===== config.mk =====
export PLATFORM = sky130hd
export DESIGN_NAME = pshp_front
export DESIGN_NICKNAME = d
export VERILOG_FILES = /design/src/hw/rtl/pshp_pkg.sv /design/src/hw/rtl/pshp_front.sv
export SDC_FILE = /design/constraint.sdc
export NUM_CORES = 1
export LEC_CHECK = 0
export ABC_AREA = 1
export BUFFER_PORTS_ARGS = -buffer_cell sky130_fd_sc_hd__buf_2
export CAP_MARGIN = 10
export CORE_MARGIN = 3
export CORE_UTILIZATION = 49
export CTS_BUF_LIST = sky130_fd_sc_hd__clkbuf_2
export DETAILED_ROUTE_END_ITERATION = 8
export PLACE_DENSITY_LB_ADDON = 0.1
export SLEW_MARGIN = 20
export SYNTH_ARGS = -nofsm -noshare
export SYNTH_HDL_FRONTEND = slang
export SYNTH_SLANG_ARGS = --single-unit
export TNS_END_PERCENT = 20

===== constraint.sdc =====
create_clock -name clk -period 4.05 [get_ports clk]
set_input_delay 0.2025 -clock clk [delete_from_list [all_inputs] [get_ports clk]]
set_output_delay 0.2025 -clock clk [all_outputs]
set_load 0.01 [all_outputs]

===== src/hw/rtl/pshp_pkg.sv =====
`default_nettype none
// ----------------------------------------------------------------------------
// pshp_pkg
// Shared types and constants for the program-counter hotspot profiler.
// ----------------------------------------------------------------------------
package pshp_pkg;

  localparam int TABLE_DEPTH_DEF = 2048;
  localparam int TOP_SIZE_DEF    = 20;
  localparam logic [31:0] CNT_MAX = 32'hFFFF_FFFF;

  localparam logic [1:0] FUNC_SAMPLE  = 2'd0;
  localparam logic [1:0] FUNC_READ    = 2'd1;
  localparam logic [1:0] FUNC_RESTART = 2'd2;
  localparam logic [1:0] FUNC_UNUSED  = 2'd3;

  typedef enum logic [1:0] {
    OP_SAMPLE,
    OP_READ,
    OP_RESTART,
    OP_NONE
  } op_t;

  typedef enum logic [1:0] {
    STS_HIT  = 2'd0,
    STS_NEW  = 2'd1,
    STS_DROP = 2'd2,
    STS_NONE = 2'd3
  } sts_t;

  typedef struct packed {
    op_t         op;
    logic [63:0] pc;
    logic [4:0]  rank;
  } cmd_t;

  typedef struct packed {
    sts_t        status;
    logic [63:0] addr;
    logic [31:0] count;
    logic [11:0] used;
  } res_t;

endpackage
`default_nettype wire


===== src/hw/rtl/pshp_front.sv =====
`default_nettype none
// ----------------------------------------------------------------------------
// pshp_front
// Accepts words, decodes the function code and queues commands for the back.
// ----------------------------------------------------------------------------
module pshp_front #(
  parameter int TOP_SIZE = pshp_pkg::TOP_SIZE_DEF
) (
  input  wire logic          clk,
  input  wire logic          rst,
  input  wire logic          push,
  output logic               full,
  input  wire logic [1:0]    func,
  input  wire logic [63:0]   pc_value,
  input  wire logic [4:0]    rank_select,
  output logic               cmd_valid,
  output pshp_pkg::cmd_t     cmd,
  input  wire logic          cmd_pop
);
  import pshp_pkg::*;

  cmd_t       q [2];
  logic       wp, rp;
  logic [1:0] cnt;
  cmd_t       dec;
  logic       do_push, do_pop;

  always_comb begin
    dec.pc   = pc_value;
    dec.rank = rank_select;
    case (func)
      FUNC_SAMPLE:  dec.op = OP_SAMPLE;
      FUNC_READ:    dec.op = (32'(rank_select) < TOP_SIZE) ? OP_READ : OP_NONE;
      FUNC_RESTART: dec.op = OP_RESTART;
      default:      dec.op = OP_NONE;
    endcase
  end

  assign full      = (cnt == 2'd2);
  assign cmd_valid = (cnt != 2'd0);
  assign cmd       = q[rp];
  assign do_push   = push && !full;
  assign do_pop    = cmd_pop && cmd_valid;

  always_ff @(posedge clk) begin
    if (do_push) begin
      q[wp] <= dec;
    end
  end

  always_ff @(posedge clk) begin
    if (rst) begin
      wp  <= 1'b0;
      rp  <= 1'b0;
      cnt <= 2'd0;
    end else begin
      if (do_push) wp <= ~wp;
      if (do_pop)  rp <= ~rp;
      cnt <= cnt + 2'(do_push) - 2'(do_pop);
    end
  end

endmodule
`default_nettype wire


# == Word-level counts from Yosys, hierarchy flattened ==
# Memories as Yosys holds them, arrays and structs flattened. A register that Yosys moved wholly into a read port is not among the register bits.
# Cells that the tools add are included.
# word_totals
mem_bits_rw,142
word_cells,23
memories,1
reg_bits,4
# op_classes
n_mux,6
n_bitwise,2
eq_ne,3
reduce_logical,5
magnitude_cmp,1
add_sub_neg,2
# memory_table
name,depth,word_bits,rd,rd_clocked_by_memory_dff,write_ports,line_no,text
q,2,71,1,1,1,pshp_front.sv:22,cmd_t q [2];
# ops
cell,count
case mux 2 bit (3 select lines),1
less-than comparator 5 bit (second input constant),1
equality test 2 bit (second input constant),2
2-to-1 mux 1 bit,4
adder 2 x 1 -> 2 bit,1
equality test 2 x 1 -> 1 bit (second input constant),1
logical AND 1 bit,2
logical NOT 2 bit,1
2-to-1 mux 2 bit,1
inverter 1 bit,2
nonzero test 2 bit,1
subtractor 2 x 1 -> 2 bit,1
logical NOT 1 bit,1

# == Logic depth before layout (Yosys ltp) ==
# Gate-level depths: netlist (run 1).
# logic_depth
word_depth,5
mapped_depth,11
depth_no_buf,11

# == Worst setup path after synthesis (run 1) ==
# No wires, ideal clock.
# synth_path
path_kind,flip-flop to flip-flop
from,reg cnt[0]
to,mem q[0][0] (netlist bit) (enable)
synth_period_minus_slack_ps,4025
t_required_ps,3550
setup_slack_ps,25
stages_incl_launch_ff,5
arrival_time_ps,3525
path_cell_list,dfxtp_1 > inv_1 > nand2_1 > nand2_1 > nor2_1
# synth_between
elab_chain_len,5
# synth_rtl
element,line_no,text
start: declaration,pshp_front.sv:24,logic [1:0] cnt;
start signal: assignment,pshp_front.sv:59,cnt <= cnt + 2'(do_push) - 2'(do_pop);
equality test 2 bit,pshp_front.sv:39,assign full = (cnt == 2'd2);
logical NOT 1 bit,pshp_front.sv:42,assign do_push = push && !full;
logical AND 1 bit,pshp_front.sv:42,
2-to-1 mux 1 bit,pshp_front.sv:46,if (do_push) begin
2-to-1 mux 1 bit (not written as such),pshp_front.sv:47,q[wp] <= dec;
end: declaration,pshp_front.sv:22,
# No other way between the ends.

==> results of run 1 <==
logic make-up after synthesis:
logic type	count (synthesis)	share of synthesized area
flip-flops	147	0.7593
multiplexers	71	0.1848
AND/OR/NAND/NOR	22	0.01502
buffers and inverters	19	0.03352
AO/OA/AOI/OAI	3	0.003048
adder cells (fa/ha/maj)	2	0.004353
metrics by stage:
step / std cells / setup slack, ps / cell area (µm²)
after floorplan: 264 / 24.93 / 5748
after global placement: 546 / 1995 / 6559
after detailed placement: 546 / 1922 / 6559
after CTS: 651 / 1256 / 7606
after global routing: 651 / 1136 / 7606
final: 651 / 1365 / 7606
final cells by class:
class                      count  area (µm²)
clock buffer                  19       95.09
tap                          140       175.2
timing repair buffer         225        1519
sequential                   147        4368
multi-input combinational     98        1199
clock inverter                12       211.5
inverter                      10       38.79
fill                         755        3520
worst paths after layout:
check,startpoint,cells past startpoint,endpoint
setup reg to reg,cnt[0],5,q[1][21]
hold / removal,pc_value[38],2,q[0][43]
hold reg to reg,rp,2,rp
setup / recovery,flip-flop,3,cmd[61]
registers in the layout (all words and copies together), names as in the netlist, named ones only:
| register | cells |
|---|---|
| q | 142 |
| cnt | 2 |
| rp | 1 |
| wp | 1 |
power by group through the flow:
stage	logic [mW]	registers, mW	clock network, mW
floorplan	0.855	2.02	0
global placement	1.07	2.08	0
detailed placement	1.09	2.09	0
CTS	1.15	2.05	1.02
global route	1.22	2.08	1.10
finish	1.13	2.05	0.994
cells in the final DEF, fill, tap and decap left out, types with 3 or more instances in the layout:
cell / netlist / final
buf_2: 0 / 147
buf_4: 0 / 3
bufinv_16: 0 / 6
clkbuf_2: 0 / 19
clkinv_2: 0 / 4
dfxtp_1: 5 / 4
dlygate4sd3_1: 0 / 74
edfxtp_1: 142 / 142
inv_1: 10 / 9
mux2_4: 70 / 70
nand2_1: 9 / 9
nand3_1: 3 / 3
nor2_1: 10 / 9
layer usage:
layer | vias up | track usage
li1 | 1487 | -
met1 | 1473 | 0.2013
met2 | 99 | 0.2713
met3 | 7 | 0.05338
met4 | 0 | 0.05226
met5 | - | 0
timing repair:
action	in CTS	in global routing
hold buffers	74	0
endpoints found under the hold margin	147	0
endpoints found under the setup margin	0	0
worst max-delay path: stages, from the launching register on:
cell and delay [ps]:
dfxtp_4 890, buf_4 470, mux2_4 340, buf_2 140
==> impl_results.md, run 1 <==
- Postcts setup bufs: 0
- Count leader, synth: edfxtp_1
- Via count: 3066
- Vias/cell: 4.710
- Post-synth top area share: 0.7418
- Reg2Reg Setup Slack: 1950 ps
- H-tree depth: 4
- RSZ-0062 raised after global routing: no
- Synthesized area: 5748 µm²
- Diodes inserted: 0
- Tot Pwr: 4.173 mW
- Met2 routed WL: 5.114 mm
- CP arrival: 2480 ps
- CTS Buffer Depth: 2
- Sequential fraction of the synthesis area: 0.7593
- Antenna-violating nets left: 0
- Leak: 3.088 nW
- Clock latency on the worst-skew pair: 630 ps
- Largest cells by area after synthesis: edfxtp_1, mux2_4, buf_12
- CTS clock-pin slew for the worst setup and hold paths: 190 ps
- Final Hold Vio Count: 0
- Routability cong.: 0.7155
- Sw Share: 0.2656
- Site row count: 38
- Initial Util: 0.5166
- Initial antenna violation count: 0
- Worst clock skew: 12.78 ps
- Post-route core utilization: 0.6836
- Total grt overflow: 0
- Syn Area/Cell: 21.77 µm²
- Hold WS: 274.3 ps
- Met3 WL: 614 µm
- Share of cells above drive strength 1: 0.4971
- Sequential Power Share: 0.491
- Tot GR Track Use: 0.1624
- Maximum vdd drop: 0.0003192 V
- Gate Count Post-Synth: 264
- Maximum net fanout on the critical path: 40
- Yosys top cell by area: edfxtp_1
- WL/cell: 15.70 µm
- Clock Tree Root: clkbuf_2
- Combinational share of power: 0.271
- TritonCTS clock tree: done
- Sw power: 1.109 mW
- Hold/Removal Path Class: input pin to flip-flop
- DIE HEIGHT: 114.3 µm
- Seq cells post-synth: 147
- Cts repair resizes: 0
- Setup TNS: 0 ps
- Total core area: 11130 µm²
- Crit start category: flip-flop
- Area growth from synthesis to layout: 32.32%
- Outcome: finished clean
- Vias in the first global route: 3233
- Critical Path Sink Type: output pin
- Largest net degree at the start of global routing: 54
- Post-synth EDFFs: 142
- P_int: 3.065 mW
- Commonest cells post-synth: edfxtp_1, mux2_4, inv_1, nor2_1, nand2_1
- I/O Pins: 148
- Die Area: 13070 µm²
- Post-synth net total: 341
- Port Buffer Count: 147
- Number of buffers created by CTS: 17
- Iteration-0 DRC Markers: 156
- Final Setup Violations: 0
- Top Metal Used: met4
- Async set-reset flop share out of synthesis: 0
- First-pass GRT wire length: 15.89 mm
- HPWL Detailed: 6.266 mm
- Worst Path Required: 3850 ps
- Clk pwr share: 0.238
- Cell area power density: 548.7 nW/µm²
- Post-route clock period utilization: 0.6629
- Period minus WS final: 2685 ps
- Synth unique cells: 14
- Setup Crit Path Kind: flip-flop to output pin
- Slew HR: 0.4989
- Met1 wire length: 4.409 mm
- Max Freq: 372.5 MHz
- Die extent in x: 114.3 µm
- Pins Over Slew Limit: 0
- DRT Pass-1 Iters: 6
- Max Cap Violations: 0
- Ys Warns: 0
- Total Wirelength: 10.22 mm
- Final #Nets: 576
- Pin slew with the least headroom to its limit: 751.6 ps
- DRC: 0
- Synth Flop Type: edfxtp_1
- Sink Count: 147
Power figures use the tool's default switching activity.
==> run 2, diff against run 1 <==
Clock period 4.05 ns to 2.3 ns, I/O delays scaled along.
==> impl_results.md, run 2 (synthesis gave the netlist of run 1 again) <==
- # fillers: 763
- Final Hold Vio Count: 0
- Max Cap Violations: 0
- Hold/Removal Path Class: input pin to flip-flop
- Sink Count: 147
- Worst Path Required: 2180 ps
- Period minus WS final: 2114 ps
- Routability cong.: 0.7264
- Number of buffers created by CTS: 17
- Vias in the first global route: 3294
- TritonCTS clock tree: done
- Port Buffer Count: 147
- Largest net degree at the start of global routing: 39
- Max reg flops: 142
- Critical-path top delay cell: dfxtp_4
- Most common cell after layout, fill and taps aside: buf_2
- # placed instances: 548
- DRC: 0
- Hold WS: 156.7 ps
- Largest regs: q: 142 flops, cnt: 2 flops
- Initial Util: 0.5166
- CTS Buffer Depth: 2
- HPWL Detailed: 6.206 mm
- Slew HR: 0.6506
- Register Area: 4368 µm²
- Total core area: 11130 µm²
- Total Wirelength: 10.17 mm
- Site row count: 38
- Pins Over Slew Limit: 0
- Pin slew with the least headroom to its limit: 524.1 ps
- Crit path cell chain: buf_12, mux2_4, buf_2
- Via count: 3112
- Post-route clock period utilization: 0.9189
- Final #Nets: 579
- Tot GR Track Use: 0.1626
- Cell area power density: 949.3 nW/µm²
- Pre-CTS setup slack: 711.4 ps
- DRT Pass-1 Iters: 5
- Critical Path Sink Type: output pin
- Area occupied by multi-input gates: 1199 µm²
- Max Freq: 473.1 MHz
- Maximum vdd drop: 0.0005520 V
- Most frequent cells in the layout: buf_2, edfxtp_1, dlygate4sd3_1
- Crit-path leading delay family: flip-flops
- Crit start category: flip-flop
- Post-route cell area: 7620 µm²
- PnR worst setup slack: 186.5 ps
- RSZ-0062 raised after global routing: no
- Worst stage delay on the critical path: 540 ps
- Outcome: finished clean
- Iteration-0 DRC Markers: 115
- CP arrival: 2000 ps
- Leak: 3.086 nW
- Initial antenna violation count: 0
- Clock Tree Root: clkbuf_2
- Die Area: 13070 µm²
- Top reg by flops: q
- Die extent in x: 114.3 µm
- Final Setup Violations: 0
- Area growth from synthesis to layout: 32.56%
- Vias/cell: 4.744
- CTS clock-pin slew for the worst setup and hold paths: 230 ps
- WL/cell: 15.50 µm
- First-pass GRT wire length: 15.97 mm
- Clock latency on the worst-skew pair: 670 ps
- Share of cells above drive strength 1: 0.5029
- DIE HEIGHT: 114.3 µm
- Tot Pwr: 7.234 mW
- H-tree depth: 4
- Maximum net fanout on the critical path: 32
- Placement Cell Area: 6586 µm²
- Worst clock skew: 32.82 ps
- Non-Filler Instances: 656
- Setup Crit Path Kind: flip-flop to output pin
- Bufs and invs on worst path: 2
- Total grt overflow: 0
- Antenna-violating nets left: 0
- I/O Pins: 148
[run 2: worst paths after layout]
kind,cells past startpoint,endpoint,slack (ps),startpoint
max,3,cmd[11],190,flip-flop
max reg2reg,10,cnt[1],670,cnt[0]
min,2,q[0][69],160,func[0]
min reg2reg,2,flip-flop,520,rp
[run 2: timing repair]
action | CTS | global route
endpoints found under the hold margin | 147 | 0
hold buffers | 74 | 0
setup endpoints to repair | 32 | 0
gates resized for setup | 0 | 0
buffers inserted | 1 | 0
[run 2: where the power goes]
group | total, mW | switching [mW] | internal, mW
Sequential | 3.53 | 0.132 | 3.39
Combinational | 2.11 | 1.00 | 1.11
Clock | 1.60 | 0.877 | 0.724
[run 2: routing by layer]
metal / GRT usage / up-vias / wire length, µm
met2: 0.2779 / 105 / 5193
li1: - / 1491 / -
met1: 0.1865 / 1497 / 4157
met5: 0 / - / 0
met4: 0.08155 / 0 / 221
met3: 0.04757 / 19 / 592
[run 2: stage by stage]
step | TNS [ps] | utilization
after floorplan | -6365 | -
after global placement | 0 | 0.5920
after detailed placement | 0 | 0.5920
after CTS | 0 | 0.6847
after global routing | 0 | 0.6847
final | 0 | 0.6849
[run 2: final cells by class]
cell class | count | share of cell area
sequential | 147 | 0.5732
clock buffer | 19 | 0.01248
antenna | 1 | 0.0003284
inverter | 10 | 0.005090
clock inverter | 13 | 0.02414
tap | 140 | 0.02299
timing repair buffer | 228 | 0.2044
multi-input combinational | 98 | 0.1573
[run 2: worst reg2reg max path: stages (launching register included)]
cell and delay [ps]:
dfxtp_1 400, inv_1 70, nand2_1 120, nand2_1 120, ha_1 300, inv_1 40
ha_1 180, inv_1 50, nand2_1 50, a21oi_1 150, nor2_1 60
==> run 3, diff against run 2 <==
Settings changed: ABC_AREA 1 to default, CELL_PAD_IN_SITES_DETAIL_PLACEMENT from default to 0, CELL_PAD_IN_SITES_GLOBAL_PLACEMENT from default to 1, CORE_UTILIZATION 49 to 39, CTS_BUF_LIST sky130_fd_sc_hd__clkbuf_2 to default.
==> impl_results.md, run 3 <==
- Count leader, synth: edfxtp_1
- Vias/cell: 4.476
- Die extent in x: 123.2 µm
- Outcome: finished clean
- DRC: 0
- Total Wirelength: 10.29 mm
- Initial Util: 0.4014
- R2R cell count: 5
- Via count: 3021
- DRT Pass-1 Iters: 4
- DIE HEIGHT: 123.2 µm
- Setup TNS: 0 ps
- Worst R2R Start: cnt[0]
- Site row count: 42
- Sink Count: 147
- CTS clock-pin slew for the worst setup and hold paths: 50 ps
- Commonest cells post-synth: edfxtp_1, mux2_2, buf_2
- Hold path start: push
- Gate Count Post-Synth: 251
- Total grt overflow: 0
- Crit start category: flip-flop
- Largest net degree at the start of global routing: 72
- Clock Tree Root: clkbuf_16
- Async set-reset flop share out of synthesis: 0
- Hold-critical path depth: 4
- P_int: 6.321 mW
- Worst clock skew: 7.974 ps
- Post-route clock period utilization: 0.8293
- Post-synth net total: 328
- CTS Buffer Depth: 2
- Crit path cell chain: buf_12, mux2_2, buf_2
- Pins Over Slew Limit: 0
- Die Area: 15180 µm²
- Period minus WS final: 1907 ps
- Synthesized area: 5358 µm²
- Max reg flops: 142
- Cell area power density: 1096 nW/µm²
- Maximum vdd drop: 0.0004570 V
- Clock latency on the worst-skew pair: 410 ps
- Pin slew with the least headroom to its limit: 478.7 ps
- Sw power: 2.137 mW
- Post-synth top area share: 0.7959
- Sequential fraction of the synthesis area: 0.8146
- Antenna-violating nets left: 0
- WL/cell: 15.25 µm
- Max Cap Violations: 0
- Port Buffer Count: 147
- Critical-path top delay cell: dfxtp_4
- Routability cong.: 0.6788
- First-pass GRT wire length: 15.66 mm
- Share of cells above drive strength 1: 0.5210
- Most frequent cells in the layout: buf_2, edfxtp_1, dlygate4sd3_1
- Clk pwr share: 0.340
- H-tree depth: 4
- Sw Share: 0.2526
- Final Setup Violations: 0
- Hold/Removal Path Class: input pin to flip-flop
- Initial antenna violation count: 0
- Leak: 2.939 nW
- Reg-to-Reg End: q[0][52]
- Slew HR: 0.6809
- Sequential Power Share: 0.422
- Largest cells by area after synthesis: edfxtp_1, mux2_2, dfxtp_1
- TritonCTS clock tree: done
- Setup Crit Path Kind: flip-flop to output pin
- Max Freq: 524.3 MHz
- Maximum net fanout on the critical path: 37
- Worst Path Required: 2180 ps
- Post-synth EDFFs: 142
- Diodes inserted: 0
- Vias in the first global route: 3145
- Final #Nets: 563
- Total core area: 13350 µm²
- Syn Area/Cell: 21.35 µm²
- Hold WS: 122.7 ps
- Synth unique cells: 24
- Critical Path Sink Type: output pin
- Top reg by flops: q
- Seq cells post-synth: 147
- Largest regs: q: 142 flops, cnt: 2 flops
- Most common cell after layout, fill and taps aside: buf_2
- Area growth from synthesis to layout: 44.00%
- I/O Pins: 148
- RSZ-0062 raised after global routing: no
- HPWL Detailed: 6.477 mm
- Reg2Reg Setup Slack: 520 ps
- Yosys top cell by area: edfxtp_1
- Ys Warns: 0
- Number of buffers created by CTS: 17
- Hold EP: wp
- Synth Flop Type: edfxtp_1
- Iteration-0 DRC Markers: 176
- Final Hold Vio Count: 0
- Combinational share of power: 0.238
- Tot GR Track Use: 0.1414
- CP arrival: 1790 ps
- Worst stage delay on the critical path: 560 ps
==> run 3: changes by cell type after synthesis, sizes merged, moves of 2 or more <==
cell    change
nand2b      +2
inv         -6
nand2       -8
nor2        -7
nand3       -3
==> run 3: cell families (layout without fill, tap and decap cells) <==
family | count (synthesis) | in the layout | share of synthesized area
xor gates and xnor gates | 2 | 2 | 0.003270
and+or+nand+nor | 12 | 12 | 0.01261
muxes | 71 | 71 | 0.1492
adders and majority gates | 2 | 2 | 0.004670
DFF | 147 | 147 | 0.8146
AOI/OAI and AO/OA | 4 | 4 | 0.004670
buffers and inverters | 13 | 261 | 0.01097
==> run 3: what timing repair did <==
item                      CTS  global route
hold buffers               72             0
buffers inserted            0             0
resized for setup           0             0
hold endpoints to repair  147             0
==> run 3: critical path: cells and delay by family (launching register included) <==
family	cells	cell delay, ps
buffers and inverters	2	430
flip-flops	1	560
multiplexers	1	380
==> run 3: worst max path at each step <==
stage                     to       from  slack [ps]
floorplan            q[0][0]     cnt[0]         150
global placement    q[0][16]     cnt[0]         550
detailed placement  q[0][16]     cnt[0]         540
CTS                   cmd[9]  flip-flop         330
global route         cmd[33]  flip-flop         290
finish                cmd[9]  flip-flop         390
==> run 3: per-stage QoR <==
stage / total power [mW] / util / worst slack (ps) / instance area [µm²] / cells
floorplan: 4.777 / - / 151.3 / 5361 / 251
global placement: 5.570 / 0.4768 / 553.3 / 6364 / 571
detailed placement: 5.591 / 0.4768 / 542.8 / 6364 / 571
CTS: 8.602 / 0.5780 / 326.8 / 7715 / 675
global route: 8.900 / 0.5780 / 286.1 / 7715 / 675
finish: 8.458 / 0.5780 / 392.6 / 7715 / 675
==> run 3: cell type report <==
type,count,area [µm²]
inverter,4,18.77
clock inverter,10,156.4
multi-input combinational,91,938.4
timing repair buffer,225,1539
clock buffer,22,474.2
fill,1062,5633
tap,176,220.2
sequential,147,4368
==> run 3: layer usage <==
layer,up-vias,part of all wire,GRT usage
met3,17,0.070,0.05718
met4,0,0.018,0.07128
met2,99,0.49,0.2229
met5,-,0,0
met1,1455,0.42,0.1680
li1,1450,-,-
==> run 3: power groups by stage <==
stage / Combinational (mW) / Clock (mW) / Sequential, mW
after floorplan: 1.24 / 0 / 3.54
after global placement: 1.96 / 0 / 3.61
after detailed placement: 1.96 / 0 / 3.63
after CTS: 2.07 / 2.96 / 3.58
after global routing: 2.20 / 3.09 / 3.61
final: 2.02 / 2.88 / 3.57
